`src/rtl/lpfd_pkg.sv`:
```
`default_nettype none

package lpfd_pkg;

  localparam int unsigned TYPE_VERSION_BYTES = 2;

  typedef enum logic [1:0] {
    ST_OK      = 2'd0,
    ST_LONG    = 2'd1,
    ST_SHORT   = 2'd2,
    ST_VERSION = 2'd3
  } status_t;

  typedef enum logic [1:0] {
    CFG_MAX_BODY    = 2'd0,
    CFG_EXP_VERSION = 2'd1,
    CFG_BIG_ENDIAN  = 2'd2
  } cfg_index_t;

  typedef struct packed {
    logic [31:0] max_body;
    logic [7:0]  expected_version;
    logic        length_big_endian;
  } cfg_t;

  typedef struct packed {
    logic        emit;
    logic [7:0]  payload_byte;
    logic        byte_valid;
    logic [7:0]  message_type;
    logic        frame_last;
    status_t     status;
    logic [31:0] body_length;
  } result_t;

endpackage

`default_nettype wire

```
`src/rtl/lpfd_parse.sv`:
```
`default_nettype none

module lpfd_parse (
  input  wire logic             clk,
  input  wire logic             rst_n,
  input  wire logic             accept,
  input  wire logic [7:0]       data_byte,
  input  wire lpfd_pkg::cfg_t   cfg,
  output lpfd_pkg::result_t     res,
  output logic                  stuck
);
  import lpfd_pkg::*;

  typedef enum logic [1:0] {
    PH_LENGTH,
    PH_VERSION,
    PH_TYPE,
    PH_PAYLOAD
  } phase_t;

  phase_t      phase_r, phase_nxt;
  logic [1:0]  header_index_r, header_index_nxt;
  logic [31:0] length_value_r, length_value_nxt;
  logic [31:0] bytes_left_r, bytes_left_nxt;
  logic [7:0]  frame_type_r, frame_type_nxt;
  logic        version_good_r, version_good_nxt;
  logic        stuck_r, stuck_nxt;
  logic        final_byte;
  logic        next_frame;

  localparam logic [31:0] TV_BYTES = 32'(TYPE_VERSION_BYTES);

  always_comb begin
    phase_nxt        = phase_r;
    header_index_nxt = header_index_r;
    length_value_nxt = length_value_r;
    bytes_left_nxt   = bytes_left_r;
    frame_type_nxt   = frame_type_r;
    version_good_nxt = version_good_r;
    stuck_nxt        = stuck_r;
    next_frame       = 1'b0;
    final_byte       = (bytes_left_r <= 32'd1);
    res              = '0;
    res.status       = ST_OK;

    if (!stuck_r) begin
      unique case (phase_r)
        PH_LENGTH: begin
          if (cfg.length_big_endian) begin
            length_value_nxt = {length_value_r[23:0], data_byte};
          end else begin
            length_value_nxt = length_value_r | ({24'd0, data_byte} << {header_index_r, 3'b000});
          end
          if (header_index_r == 2'd3) begin
            header_index_nxt = 2'd0;
            phase_nxt        = PH_VERSION;
          end else begin
            header_index_nxt = header_index_r + 2'd1;
          end
        end
        PH_VERSION: begin
          version_good_nxt = (data_byte == cfg.expected_version);
          phase_nxt        = PH_TYPE;
        end
        PH_TYPE: begin
          frame_type_nxt = data_byte;
          if (length_value_r > cfg.max_body) begin
            res.emit       = 1'b1;
            res.frame_last = 1'b1;
            res.status     = ST_LONG;
            stuck_nxt      = 1'b1;
          end else if (length_value_r < TV_BYTES) begin
            res.emit       = 1'b1;
            res.frame_last = 1'b1;
            res.status     = ST_SHORT;
            stuck_nxt      = 1'b1;
          end else if (length_value_r == TV_BYTES) begin
            res.emit       = 1'b1;
            res.frame_last = 1'b1;
            if (!version_good_r) begin
              res.status = ST_VERSION;
              stuck_nxt  = 1'b1;
            end else begin
              next_frame = 1'b1;
            end
          end else begin
            bytes_left_nxt = length_value_r - TV_BYTES;
            phase_nxt      = PH_PAYLOAD;
          end
        end
        PH_PAYLOAD: begin
          bytes_left_nxt = final_byte ? 32'd0 : bytes_left_r - 32'd1;
          if (!version_good_r) begin
            if (final_byte) begin
              res.emit       = 1'b1;
              res.frame_last = 1'b1;
              res.status     = ST_VERSION;
              stuck_nxt      = 1'b1;
            end
          end else begin
            res.emit         = 1'b1;
            res.payload_byte = data_byte;
            res.byte_valid   = 1'b1;
            res.frame_last   = final_byte;
            next_frame       = final_byte;
          end
        end
        default: begin
          next_frame = 1'b1;
        end
      endcase
    end

    res.message_type = frame_type_nxt;
    res.body_length  = length_value_r;

    if (next_frame) begin
      phase_nxt        = PH_LENGTH;
      header_index_nxt = 2'd0;
      length_value_nxt = 32'd0;
      bytes_left_nxt   = 32'd0;
    end
  end

  always_ff @(posedge clk) begin
    if (!rst_n) begin
      phase_r        <= PH_LENGTH;
      header_index_r <= 2'd0;
      length_value_r <= 32'd0;
      bytes_left_r   <= 32'd0;
      frame_type_r   <= 8'd0;
      version_good_r <= 1'b0;
      stuck_r        <= 1'b0;
    end else if (accept) begin
      phase_r        <= phase_nxt;
      header_index_r <= header_index_nxt;
      length_value_r <= length_value_nxt;
      bytes_left_r   <= bytes_left_nxt;
      frame_type_r   <= frame_type_nxt;
      version_good_r <= version_good_nxt;
      stuck_r        <= stuck_nxt;
    end
  end

  assign stuck = stuck_r;

endmodule

`default_nettype wire

```
`src/rtl/length_prefixed_frame_deframer_top.sv`:
```
// length-prefixed frame deframer
// in_*: one stream byte per transfer. each frame is a 4-byte body length
// (byte order set by length_big_endian), a version byte, a type byte and
// body length - 2 payload bytes
// out_*: at most one result per input byte: payload bytes tagged with the
// frame type, frame_last on the final one; length errors reported on the type
// byte, a bad version on the frame's final byte
// cfg_*: register writes (0 max_body, 1 expected_version, 2 length_big_endian),
// always ready; the user must write them only while the block is idle, it does not enforce this
// a result is presented the cycle after its byte's transfer
// throughput: one byte per cycle while the receiver keeps up, set by the single
// output register; a new byte is taken while the held result goes out in the same cycle
// when the receiver stalls with a result held, in_ready drops until it is taken
// after an error every further byte is taken and dropped until reset
// reset (synchronous, rst_n low): parser to the length phase, error cleared,
// output register empty, registers to 65536, 1 and big endian
`default_nettype none

module length_prefixed_frame_deframer_top (
  input  wire logic        clk,
  input  wire logic        rst_n,
  input  wire logic        in_valid,
  output logic             in_ready,
  input  wire logic [7:0]  in_data_byte,
  output logic             out_valid,
  input  wire logic        out_ready,
  output logic [7:0]       out_payload_byte,
  output logic             out_byte_valid,
  output logic [7:0]       out_message_type,
  output logic             out_frame_last,
  output logic [1:0]       out_status,
  output logic [31:0]      out_body_length,
  input  wire logic        cfg_valid,
  output logic             cfg_ready,
  input  wire logic [1:0]  cfg_index,
  input  wire logic [31:0] cfg_data
);
  import lpfd_pkg::*;

  cfg_t    cfg_r;
  result_t res;
  result_t out_r;
  logic    out_valid_r;
  logic    in_accept;
  logic    load;
  logic    stuck;

  assign cfg_ready = 1'b1;

  always_ff @(posedge clk) begin
    if (!rst_n) begin
      cfg_r.max_body          <= 32'd65536;
      cfg_r.expected_version  <= 8'd1;
      cfg_r.length_big_endian <= 1'b1;
    end else if (cfg_valid) begin
      unique case (cfg_index)
        CFG_MAX_BODY:    cfg_r.max_body          <= cfg_data;
        CFG_EXP_VERSION: cfg_r.expected_version  <= cfg_data[7:0];
        CFG_BIG_ENDIAN:  cfg_r.length_big_endian <= cfg_data[0];
        default: ;
      endcase
    end
  end

  assign in_ready  = !out_valid_r || out_ready;
  assign in_accept = in_valid && in_ready;
  assign load      = in_accept && res.emit;

  lpfd_parse u_parse (
    .clk       (clk),
    .rst_n     (rst_n),
    .accept    (in_accept),
    .data_byte (in_data_byte),
    .cfg       (cfg_r),
    .res       (res),
    .stuck     (stuck)
  );

  always_ff @(posedge clk) begin
    if (!rst_n) begin
      out_valid_r <= 1'b0;
    end else if (load) begin
      out_valid_r <= 1'b1;
    end else if (out_ready) begin
      out_valid_r <= 1'b0;
    end
  end

  always_ff @(posedge clk) begin
    if (load) begin
      out_r <= res;
    end
  end

  assign out_valid        = out_valid_r;
  assign out_payload_byte = out_r.payload_byte;
  assign out_byte_valid   = out_r.byte_valid;
  assign out_message_type = out_r.message_type;
  assign out_frame_last   = out_r.frame_last;
  assign out_status       = out_r.status;
  assign out_body_length  = out_r.body_length;

  // nothing leaves the parser once an error has stuck
  assert property (@(posedge clk) disable iff (!rst_n) stuck |-> !res.emit)
    else $error("result raised after sticky error");

  // an error result always closes the frame and carries no byte
  assert property (@(posedge clk) disable iff (!rst_n)
    (out_valid_r && out_r.status != ST_OK) |-> (out_r.frame_last && !out_r.byte_valid))
    else $error("error result without frame_last or with a byte");

  // every error result is followed by the sticky state
  assert property (@(posedge clk) disable iff (!rst_n)
    (load && res.status != ST_OK) |=> stuck)
    else $error("error reported without going stuck");

  // a held result is not overwritten before its transfer
  assert property (@(posedge clk) disable iff (!rst_n)
    (out_valid_r && !out_ready) |-> !load)
    else $error("output register overwritten while stalled");

endmodule

`default_nettype wire

```
`config.mk`:
```
export PLATFORM = sky130hd
export DESIGN_NAME = length_prefixed_frame_deframer_top
export DESIGN_NICKNAME = d
export VERILOG_FILES = /design/src/rtl/lpfd_pkg.sv /design/src/rtl/lpfd_parse.sv /design/src/rtl/length_prefixed_frame_deframer_top.sv
export SDC_FILE = /design/constraint.sdc
export NUM_CORES = 1
export LEC_CHECK = 0
export ABC_AREA = 1
export ABC_CLOCK_PERIOD_IN_PS = 3920
export BUFFER_PORTS_ARGS = -buffer_cell sky130_fd_sc_hd__buf_2
export CAP_MARGIN = 20
export CORE_MARGIN = 5
export CORE_UTILIZATION = 50
export CTS_BUF_LIST = sky130_fd_sc_hd__clkbuf_4 sky130_fd_sc_hd__clkbuf_8
export DETAILED_ROUTE_END_ITERATION = 8
export PLACE_DENSITY = 0.69
export SYNTH_ARGS = -nofsm -noshare
export SYNTH_HDL_FRONTEND = slang
export SYNTH_SLANG_ARGS = --single-unit
```
`constraint.sdc`:
```
create_clock -name clk -period 3.92 [get_ports clk]
set_input_delay 0.196 -clock clk [delete_from_list [all_inputs] [get_ports clk]]
set_output_delay 0.196 -clock clk [all_outputs]
set_load 0.02 [all_outputs]
```
==> results by group, run 1 <==
Critical path
  – WS Path Type: flop to flop
  – Critical-path cell list: ha_1 -> nand2_1 -> inv_1 -> nand2_1 -> nand2_1 -> nand2_1 -> nand3_1 -> a21oi_1 -> nand2_1 -> nand2_1 -> nand2_1 -> nand2_1 -> nand2_2 -> o21ai_4 -> buf_4 -> nand4_1 -> a21oi_1
  – CP delay by family, top: simple AND/OR/NAND/NOR gates
  – CP arrival: 3530 ps
  – Slowest CP cell: dfxtp_1
  – Buffer and inverter count on the worst path: 2
  – Startpoint types: flop
  – Worst r2r src: u_parse.length_value_r[19]$_SDFFE_PN0P_
  – Crit-path max FO: 32
  – Critical R2R Capture: u_parse.bytes_left_r[21]$_SDFFE_PN0P_
  – Reg2reg setup slack: 760 ps
  – Critical Path RT: 4290 ps
  – Crit end category: flop
  – Largest stage delay, worst path: 550 ps
  – CP dominant cell by count: nand2_1
  – R2R depth: 17

Routing
  – Via density: 5.63
  – Vias: 9579
  – Antenna-violating nets left: 0
  – Drt drc: 0
  – DR iter-0 viols: 913
  – Routed len/inst: 17.1 µm
  – DRT Wirelength: 29.1 mm
  – First-pass detailed-route iteration total: 8

Power and ir drop
  – Pleak: 4.96 nW
  – VDD IR max: 344 µV
  – Switch share: 47.1%
  – PwrDens: 706 nW/µm²
  – Combinational Power Share: 50.4%
  – Seq pwr share: 31.5%
  – P_int: 4.17 mW
  – Clock Power Share: 18.1%
  – P_sw: 3.71 mW

Timing
  – Final slew viol count: 0
  – Fmax: 316 MHz
  – Actual slew at the worst max-slew pin: 965 ps
  – Normalized max-slew margin: 35.3%
  – Setup TNS: 0 ps
  – Final Skew: 13.7 ps
  – Final setup vio count: 0
  – Hold Slack: 5.81 ps
  – Final min period: 3160 ps
  – Final Hold Viols: 0
  – RSZ-0062 raised after global routing: false
  – Crit share post-route: 80.6%

Clock tree
  – Clock tree from TritonCTS: yes
  – Num CTS Buffers: 17
  – CTS Root Cell: clkbuf_8
  – Post-CTS Repair Setup Buffers: 0
  – Skew-Pair Late Insertion Delay: 470 ps
  – H-Tree Depth: 4
  – Max Root-Sink Buffers: 2
  – Num Clock Sinks: 172
  – Clk slew on worst S/H paths: 100 ps

Status
  – Status: finished clean

Synth
  – Syn nets: 1423
  – Mapped Area: 9900 µm²
  – Synth warnings: 0
  – Post-Syn Instances: 1336
  – Synth top area share: 24.3%
  – Ys flop type: dfxtp_1
  – Top cells by area, synth: dfxtp_1, edfxtp_1, nand2_1, a21oi_1, nor2_1
  – Syn Area/Cell: 7.41 µm²
  – Seq/Total Area, Yosys: 40.1%
  – Area leader, netlist: dfxtp_1
  – Seq cells post-synth: 172
  – Cell variety after synth: 43
  – Number of synthesized flops with an enable pin: 52
  – Ys async rst share: 0%

Finish
  – Share of layout cells above drive strength 1: 14.3%
  – # diodes: 0
  – P&R area growth vs syn: 12.8%
  – Area occupied by multi-input gates: 5030 µm²
  – Reg area: 3960 µm²
  – # fillers: 1825
  – # nets final: 1511

Floorplan
  – Starting Density: 50.8%
  – Die Ht: 151 µm
  – Top-Level Pins: 102
  – Row cnt: 51
  – Die area: 22700 µm²
  – Die width: 151 µm
  – CORE AREA: 19500 µm²

Global route
  – GRT Util Overall: 25.5%
  – Grt total ovfl: 0
  – Pin count of the biggest net entering global routing: 94
  – Initial antenna violation count: 0
  – Vias in the first global route: 8823
  – Global-route wire length before repair: 45.5 mm

Worst hold path
  – Hold depth: 3
  – Worst Hold Class: input pin to flop
  – Hold path start: cfg_data[26]
  – Hold Crit Endpoint: cfg_r[35]$_SDFFE_PN0P_

Place
  – Detailed Place HPWL: 20.2 mm
  – PortBufs: 100
  – Gpl congestion: 0.950

Job
  – Max-Cap Viols: 0
## layer usage
layer  vias to the layer above  routed length [µm]  global-route usage [%]
li1                       4712                   -                       -
met1                      4381               12600                    34.2
met2                       405               13200                    40.8
met3                        81                2390                    5.84
met4                         0                 928                    8.57
met5                         -                   0                       0
## synthesized netlist by cell type (2+ instances only)
master / instances
o311ai_0: 28
buf_4: 9
nor2_1: 145
edfxtp_1: 52
nand3_1: 83
inv_2: 29
clkinv_1: 3
nand2_1: 211
nor2_4: 5
buf_6: 3
nand3b_1: 2
nor3_2: 3
nand2_2: 8
o22ai_1: 15
nor4_1: 7
a21o_1: 3
o21ai_1: 20
buf_2: 8
xor2_1: 35
xnor2_1: 4
a31oi_1: 2
inv_1: 129
nand4_1: 38
nand3_2: 3
a21oi_1: 141
nor2_2: 7
clkbuf_1: 41
dfxtp_1: 120
ha_1: 40
o21ai_0: 106
o211ai_1: 3
nor3_1: 22
## layout by cell type, fill, tap and decap left out, types with 5 or more instances in the layout
cell	count
nor3_1	22
nand3_1	83
o22ai_1	15
nor2_4	5
dlygate4sd3_1	17
dfxtp_1	120
nor4_1	7
nand2_1	211
o311ai_0	28
nand4_1	38
o21ai_1	20
nor2_2	8
inv_1	128
xor2_1	35
ha_1	40
nand2_2	8
clkbuf_8	17
edfxtp_1	52
a21oi_1	141
inv_2	30
o21ai_0	106
buf_4	13
buf_2	100
nor2_1	144
## sequential cells by signal (all words and copies together), names as in the netlist, 8 cells and up
signal	flops
u_parse.frame_type_r	8
out_message_type	8
u_parse.length_value_r	32
cfg_r	41
out_payload_byte	8
u_parse.bytes_left_r	32
out_body_length	32
## what timing repair did
action | 4_1_cts | 5_1_grt
hold buffers | 15 | 2
endpoints found under the hold margin | 16 | 2
gates resized for setup | 0 | 0
## power groups by stage
stage          Sequential [mW]  Combinational [mW]  Clock, mW
3_5_place_dp              2.51                3.87          0
2_1_floorplan             2.44                2.89          0
3_3_place_gp              2.50                3.83          0
6_report                  2.48                3.97       1.43
4_1_cts                   2.47                3.92       1.45
5_1_grt                   2.51                4.43       1.53
## per-stage QoR
step	std cells	worst slack [ps]	total power, mW	cell area (µm²)	util (%)
after floorplan	1336	989	5.33	9900	-
after global placement	1653	1020	6.33	10500	54.2
after detailed placement	1653	930	6.38	10500	54.2
after CTS	1700	845	7.83	11100	57.3
after global routing	1702	574	8.47	11200	57.4
final	1702	760	7.88	11200	57.4
## area by class of cell
class / count / area share, %
clock inverter: 14 / 1.85
tap: 265 / 2.97
clock buffer: 18 / 2.16
multi-input combinational: 941 / 45.1
sequential: 172 / 35.5
timing repair buffer: 131 / 7.06
inverter: 161 / 5.41
## cells by family (layout without fill, tap and decap cells)
group / count (synthesis) / in the layout / synth area share (%)
and+or+nand+nor: 536 / 536 / 24.1
AOI/OAI and AO/OA: 325 / 325 / 18.2
buffers and inverters: 223 / 324 / 9.13
DFF: 172 / 172 / 40.1
adders and majority gates: 40 / 40 / 5.06
xor gates and xnor gates: 39 / 39 / 3.45
other: 1 / 1 / 0.0379
## worst min-delay path, cell delays in order
cell     delay (ps)
buf_2            70
o21ai_0          70
a21oi_1         100
## worst max path at each step
stage	startpoint	to	cells past startpoint
floorplan	u_parse.phase_r[0]$_SDFFE_PN0P_	out_body_length[0]$_DFFE_PP_	10
global placement	u_parse.length_value_r[19]$_SDFFE_PN0P_	u_parse.bytes_left_r[8]$_SDFFE_PN0P_	18
detailed placement	u_parse.length_value_r[19]$_SDFFE_PN0P_	u_parse.bytes_left_r[19]$_SDFFE_PN0P_	17
CTS	u_parse.length_value_r[19]$_SDFFE_PN0P_	u_parse.bytes_left_r[19]$_SDFFE_PN0P_	17
global route	u_parse.length_value_r[19]$_SDFFE_PN0P_	u_parse.length_value_r[18]$_SDFFE_PN0P_	17
finish	u_parse.length_value_r[19]$_SDFFE_PN0P_	u_parse.bytes_left_r[21]$_SDFFE_PN0P_	17
(Power assumes the default switching activity.)
==> inputs of run 2 (changes only) <==
Settings changed: ABC_CLOCK_PERIOD_IN_PS 3920 to 2600, PLACE_DENSITY 0.69 to 0.72.
Clock period 3.92 ns to 2.6 ns, I/O delays scaled along.
==> results by group, run 2 (synthesized netlist as in run 1, its figures left out) <==
Critical path
  – Buffer and inverter count on the worst path: 3
  – Crit end category: flop
  – CP delay by family, top: simple AND/OR/NAND/NOR gates
  – Slowest CP cell: dfxtp_2
  – Crit-path max FO: 7
  – CP arrival: 2900 ps
  – Worst r2r src: u_parse.length_value_r[11]$_SDFFE_PN0P_
  – Startpoint types: flop
  – Critical Path RT: 2870 ps
  – Crit. Startpoint: u_parse.length_value_r[11]$_SDFFE_PN0P_
  – Critical-path cell list: ha_1 -> a21oi_1 -> a21oi_1 -> nor2_2 -> nand2_1 -> nand2_2 -> nand2_4 -> a31oi_4 -> nand2_2 -> nand3_4 -> clkinvlp_4 -> buf_6 -> clkbuf_16
  – Largest stage delay, worst path: 440 ps
  – WS Path Type: flop to flop

Global route
  – GRT Util Overall: 28.2%
  – Vias in the first global route: 9497
  – Global-route wire length before repair: 49.6 mm
  – Pin count of the biggest net entering global routing: 61
  – Initial antenna violation count: 1
  – Grt total ovfl: 0

Clock tree
  – Skew-Pair Late Insertion Delay: 500 ps
  – Clk slew on worst S/H paths: 100 ps
  – Clock tree from TritonCTS: yes
  – CTS Root Cell: clkbuf_8
  – Max Root-Sink Buffers: 2
  – Num Clock Sinks: 172
  – Num CTS Buffers: 17
  – H-Tree Depth: 4

Power and ir drop
  – Combinational Power Share: 55.5%
  – P_int: 6.77 mW
  – Design Power: 13.0 mW
  – Seq pwr share: 28.3%
  – Clock Power Share: 16.2%
  – VDD IR max: 517 µV
  – Switch share: 47.9%
  – Pleak: 5.46 nW
  – PwrDens: 1050 nW/µm²
  – P_sw: 6.23 mW

Timing
  – RSZ-0062 raised after global routing: true
  – Actual slew at the worst max-slew pin: 938 ps
  – Fmax: 380 MHz
  – Final slew viol count: 0
  – Final setup margin: -30.2 ps
  – Normalized max-slew margin: 37.4%
  – Final Hold Viols: 0
  – Setup TNS: -590 ps
  – Hold Slack: 27.7 ps
  – Final min period: 2630 ps
  – Final setup vio count: 29
  – Final Skew: 16.2 ps
  – Crit share post-route: 101%

Finish
  – Util after Layout: 63.9%
  – P&R area growth vs syn: 25.7%
  – Share of layout cells above drive strength 1: 23.4%
  – Max FFs per register: 41
  – Largest register by flop count: cfg_r
  – # nets final: 1594
  – # diodes: 0
  – Most frequent cells in the layout: nand2_1, nor2_1, a21oi_1
  – Commonest non-fill, non-tap cell in the layout: nand2_1
  – # fillers: 1683

Routing
  – Via density: 5.80
  – Antenna-violating nets left: 0
  – DR iter-0 viols: 1322
  – Vias: 10300
  – Drt drc: 0
  – First-pass detailed-route iteration total: 6
  – DRT Wirelength: 33.3 mm
  – Routed len/inst: 18.7 µm

Place
  – PortBufs: 100
  – Detailed Place HPWL: 22.6 mm
  – Worst slack at placement: -145 ps
  – Gpl congestion: 0.964

Job
  – Max-Cap Viols: 0

Floorplan
  – Row cnt: 51
  – Top-Level Pins: 102
  – Starting Density: 50.8%
  – Die width: 151 µm
  – Die Ht: 151 µm
  – Die area: 22700 µm²
  – CORE AREA: 19500 µm²

Worst hold path
  – Worst Hold Class: input pin to flop
  – Hold path start: cfg_index[1]

Status
  – Failing checks: negative setup slack
  – Status: finished, violations left
run 2: cell count changes in the layout (fill, tap and decap cells not counted), moves of 7 or more:
cell,delta
buf_4,+44
buf_6,+7
dfxtp_1,-29
dfxtp_2,+23
dlygate4sd3_1,+22
ha_1,-17
ha_4,+17
inv_1,-12
inv_2,+11
nand2_1,-11
nand2_2,+7
nor2_1,-8
run 2: final timing paths:
kind | to | slack, ps | cells past startpoint
max | out_body_length[19]$_DFFE_PP_ | -30 | 13
min | cfg_r[0]$_SDFFE_PN1P_ | 30 | 4
max reg2reg | out_body_length[19]$_DFFE_PP_ | -30 | 13
min reg2reg | cfg_r[38]$_SDFFE_PN0P_ | 470 | 2
run 2: layout make-up:
class	instances	area, µm²	share of cell area [%]
clock buffer	17	234	1.88
clock inverter	15	208	1.67
inverter	161	608	4.89
multi-input combinational	941	5390	43.3
sequential	172	4020	32.3
tap	265	332	2.67
timing repair buffer	214	1650	13.3
run 2: metrics by stage:
stage	cell area (µm²)	instances
2_1_floorplan	10000	1336
3_3_place_gp	11100	1699
3_5_place_dp	11100	1699
4_1_cts	12000	1775
5_1_grt	12400	1785
6_report	12400	1785
run 2: worst register-to-register path, cell delays in order, from the launching register on:
cell and delay [ps]:
dfxtp_2 440, ha_1 290, a21oi_1 180, a21oi_1 110, nor2_2 140, nand2_1 110, nand2_2 100, nand2_4 70
a31oi_4 230, nand2_2 100, nand3_4 80, clkinvlp_4 190, buf_6 210, clkbuf_16 170
run 2: routing by layer:
metal  GRT usage, %  part of all wire, %
met2           44.3                   46
met5              0                0.030
met4           12.4                  4.0
met1           38.4                   42
met3           4.58                  8.3
run 2: power by group through the flow:
stage,Combinational [mW],Clock (mW),Sequential (mW)
after global placement,6.41,0,3.68
after detailed placement,6.48,0,3.69
final,7.22,2.10,3.68
after floorplan,4.40,0,3.71
after CTS,6.67,2.10,3.64
after global routing,7.85,2.22,3.72
run 2: timing repair:
action | 4_1_cts | 5_1_grt
setup buffers | 4 | 6
cloned | 1 | 5
pin swaps | 3 | 29
gates resized for setup | 17 | 70
hold buffers | 39 | 0
endpoints found under the hold margin | 41 | 0
endpoints found under the setup margin | 57 | 104
==> inputs of run 3 (changes only) <==
Settings changed: ABC_AREA 1 to not set.
==> results by group, run 3 <==
Critical path
  – CP delay by family, top: buffers and inverters
  – Critical Path RT: 2860 ps
  – WS Path Type: flop to flop
  – Largest stage delay, worst path: 360 ps
  – CP arrival: 3200 ps
  – Critical R2R Capture: out_message_type[2]$_DFFE_PP_
  – Worst r2r src: u_parse.length_value_r[18]$_SDFFE_PN0P_
  – Reg2reg setup slack: -340 ps
  – Startpoint types: flop
  – Slowest CP cell: dfxtp_2
  – CP dominant cell by count: buf_4
  – R2R depth: 13
  – Critical-path cell list: buf_6 -> ha_4 -> nand4_1 -> buf_4 -> nor4_4 -> buf_4 -> a31oi_4 -> o211a_4 -> o31a_1 -> nor2_2 -> nor2_4 -> buf_12 -> clkbuf_16
  – Crit end category: flop
  – Buffer and inverter count on the worst path: 5
  – Crit-path max FO: 6

Global route
  – Vias in the first global route: 9041
  – Global-route wire length before repair: 47.1 mm
  – Initial antenna violation count: 0
  – GRT Util Overall: 27.3%
  – Grt total ovfl: 0
  – Pin count of the biggest net entering global routing: 58

Job
  – Max-Cap Viols: 0

Timing
  – Final setup margin: -341 ps
  – Final min period: 2940 ps
  – Final slew viol count: 0
  – Final Skew: 19.5 ps
  – Crit share post-route: 113%
  – Final setup vio count: 122
  – Normalized max-slew margin: 52.5%
  – RSZ-0062 raised after global routing: true
  – Fmax: 340 MHz
  – Final Hold Viols: 0
  – Actual slew at the worst max-slew pin: 711 ps

Clock tree
  – CTS Root Cell: clkbuf_8
  – Skew-Pair Late Insertion Delay: 490 ps
  – Clk slew on worst S/H paths: 110 ps
  – Max Root-Sink Buffers: 2
  – Num Clock Sinks: 172
  – H-Tree Depth: 4
  – Clock tree from TritonCTS: yes
  – Num CTS Buffers: 17

Routing
  – DR iter-0 viols: 1230
  – DRT Wirelength: 32.5 mm
  – Antenna-violating nets left: 0
  – Drt drc: 0
  – Routed len/inst: 20.2 µm
  – First-pass detailed-route iteration total: 6
  – Via density: 6.11
  – Vias: 9823

Synth
  – Area leader, netlist: dfxtp_1
  – Number of synthesized flops with an enable pin: 52
  – Synth warnings: 0
  – Top cells by area, synth: dfxtp_1, edfxtp_1, a21oi_1, nand2_1, ha_1
  – Syn nets: 1184
  – Synth top area share: 25.9%
  – Ys flop type: dfxtp_1
  – Syn Area/Cell: 8.45 µm²
  – Seq cells post-synth: 172
  – Cell variety after synth: 74
  – Mapped Area: 9270 µm²
  – Top-count cell post-synth: nand2_1
  – Commonest cells in the netlist: nand2_1, dfxtp_1, a21oi_1
  – Seq/Total Area, Yosys: 42.7%
  – Post-Syn Instances: 1097
  – Ys async rst share: 0%

Status
  – Failing checks: negative setup slack
  – Status: finished, violations left

Finish
  – Area occupied by multi-input gates: 5410 µm²
  – Reg area: 3990 µm²
  – Max FFs per register: 41
  – # nets final: 1454
  – # diodes: 0
  – Commonest non-fill, non-tap cell in the layout: nand2_1
  – Most frequent cells in the layout: nand2_1, buf_4, a21oi_1
  – P&R area growth vs syn: 38.7%
  – Non-filler cells, final: 1608
  – Share of layout cells above drive strength 1: 31.9%
  – # fillers: 1301
  – Largest register by flop count: cfg_r
  – Util after Layout: 71.1%

Place
  – Gpl congestion: 0.977
  – PortBufs: 100
  – Post-Place Cells: 1500
  – Detailed Place HPWL: 20.7 mm

Floorplan
  – Die width: 146 µm
  – Top-Level Pins: 102
  – Die area: 21400 µm²
  – Starting Density: 51.3%
  – CORE AREA: 18100 µm²
  – Die Ht: 146 µm
  – Row cnt: 49

Power and ir drop
  – Pleak: 5.31 nW
  – PwrDens: 461 nW/µm²
  – VDD IR max: 389 µV

Worst hold path
  – Hold depth: 4
  – Hold path start: cfg_index[1]
  – Worst Hold Class: input pin to flop
  – Hold Crit Endpoint: cfg_r[11]$_SDFFE_PN0P_
[run 3: worst max path at each step]
stage / startpoint / end / slack, ps / cells after the start
after CTS: u_parse.length_value_r[19]$_SDFFE_PN0P_ / out_payload_byte[0]$_SDFFCE_PP0P_ / -180 / 9
after global routing: cfg_r[27]$_SDFFE_PN0P_ / u_parse.phase_r[1]$_SDFFE_PN0P_ / -390 / 14
after global placement: u_parse.length_value_r[19]$_SDFFE_PN0P_ / u_parse.bytes_left_r[11]$_SDFFE_PN0P_ / -190 / 9
final: u_parse.length_value_r[18]$_SDFFE_PN0P_ / out_message_type[2]$_DFFE_PP_ / -340 / 13
after floorplan: u_parse.length_value_r[19]$_SDFFE_PN0P_ / out_body_length[0]$_DFFE_PP_ / -570 / 7
after detailed placement: cfg_r[36]$_SDFFE_PN0P_ / out_body_length[24]$_DFFE_PP_ / -260 / 10
[run 3: logic make-up (layout without fill, tap and decap cells)]
| logic type | count (synthesis) | in the layout | share of synthesized area, % |
|---|---|---|---|
| AOI/OAI and AO/OA | 246 | 246 | 16.0 |
| xor gates and xnor gates | 48 | 48 | 4.53 |
| adders and majority gates | 40 | 40 | 5.40 |
| buffers and inverters | 118 | 400 | 5.17 |
| DFF | 172 | 172 | 42.7 |
| muxes | 16 | 16 | 1.84 |
| other | 1 | 1 | 0.0404 |
| and+or+nand+nor | 456 | 456 | 24.3 |
[run 3: layout make-up]
type,count,share of cell area (%)
clock inverter,13,1.09
inverter,49,1.43
sequential,172,31.0
multi-input combinational,807,42.1
timing repair buffer,320,20.3
clock buffer,18,1.88
tap,229,2.23
[run 3: where the power goes]
| group | internal [mW] | switching [mW] | leakage [nW] |
|---|---|---|---|
| registers | 2.80 | 0.0418 | 1.46 |
| clock network | 0.864 | 1.08 | 0.192 |
| logic | 0.507 | 0.642 | 3.65 |
| total | 4.17 | 1.76 | 5.31 |
[run 3: worst reg2reg max path, stage by stage, from the launching register on]
cell and delay, ps:
dfxtp_2 360, buf_6 120, ha_4 260, nand4_1 170, buf_4 200, nor4_4 290, buf_4 190, a31oi_4 80
o211a_4 190, o31a_1 320, nor2_2 140, nor2_4 60, buf_12 150, clkbuf_16 160
[run 3: metal layers]
layer | vias up | GRT usage, % | routed length, µm | share of wire [%]
met5 | - | 0 | 0 | 0
met4 | 0 | 11.9 | 1580 | 4.9
met3 | 128 | 5.55 | 3030 | 9.3
met2 | 617 | 43.4 | 15100 | 46
met1 | 4606 | 36.3 | 12800 | 39
li1 | 4472 | - | - | -
[run 3: per-stage QoR]
step	hold WS (ps)	cell area (µm²)	power [mW]	setup WS, ps	TNS, ps
after global routing	22.8	12900	6.14	-391	-40240
final	12.5	12900	5.93	-341	-32750
after detailed placement	378	11000	3.78	-265	-23580
after global placement	371	11000	3.76	-190	-18520
after floorplan	255	9310	3.44	-573	-30010
after CTS	0.420	12000	5.75	-181	-15350
[run 3: repair_timing]
item,4_1_cts,5_1_grt
hold buffers,35,0
cloned,1,11
setup buffers,10,27
pin swaps,10,62
endpoints found under the setup margin,122,124
gates resized for setup,28,135
endpoints found under the hold margin,43,0
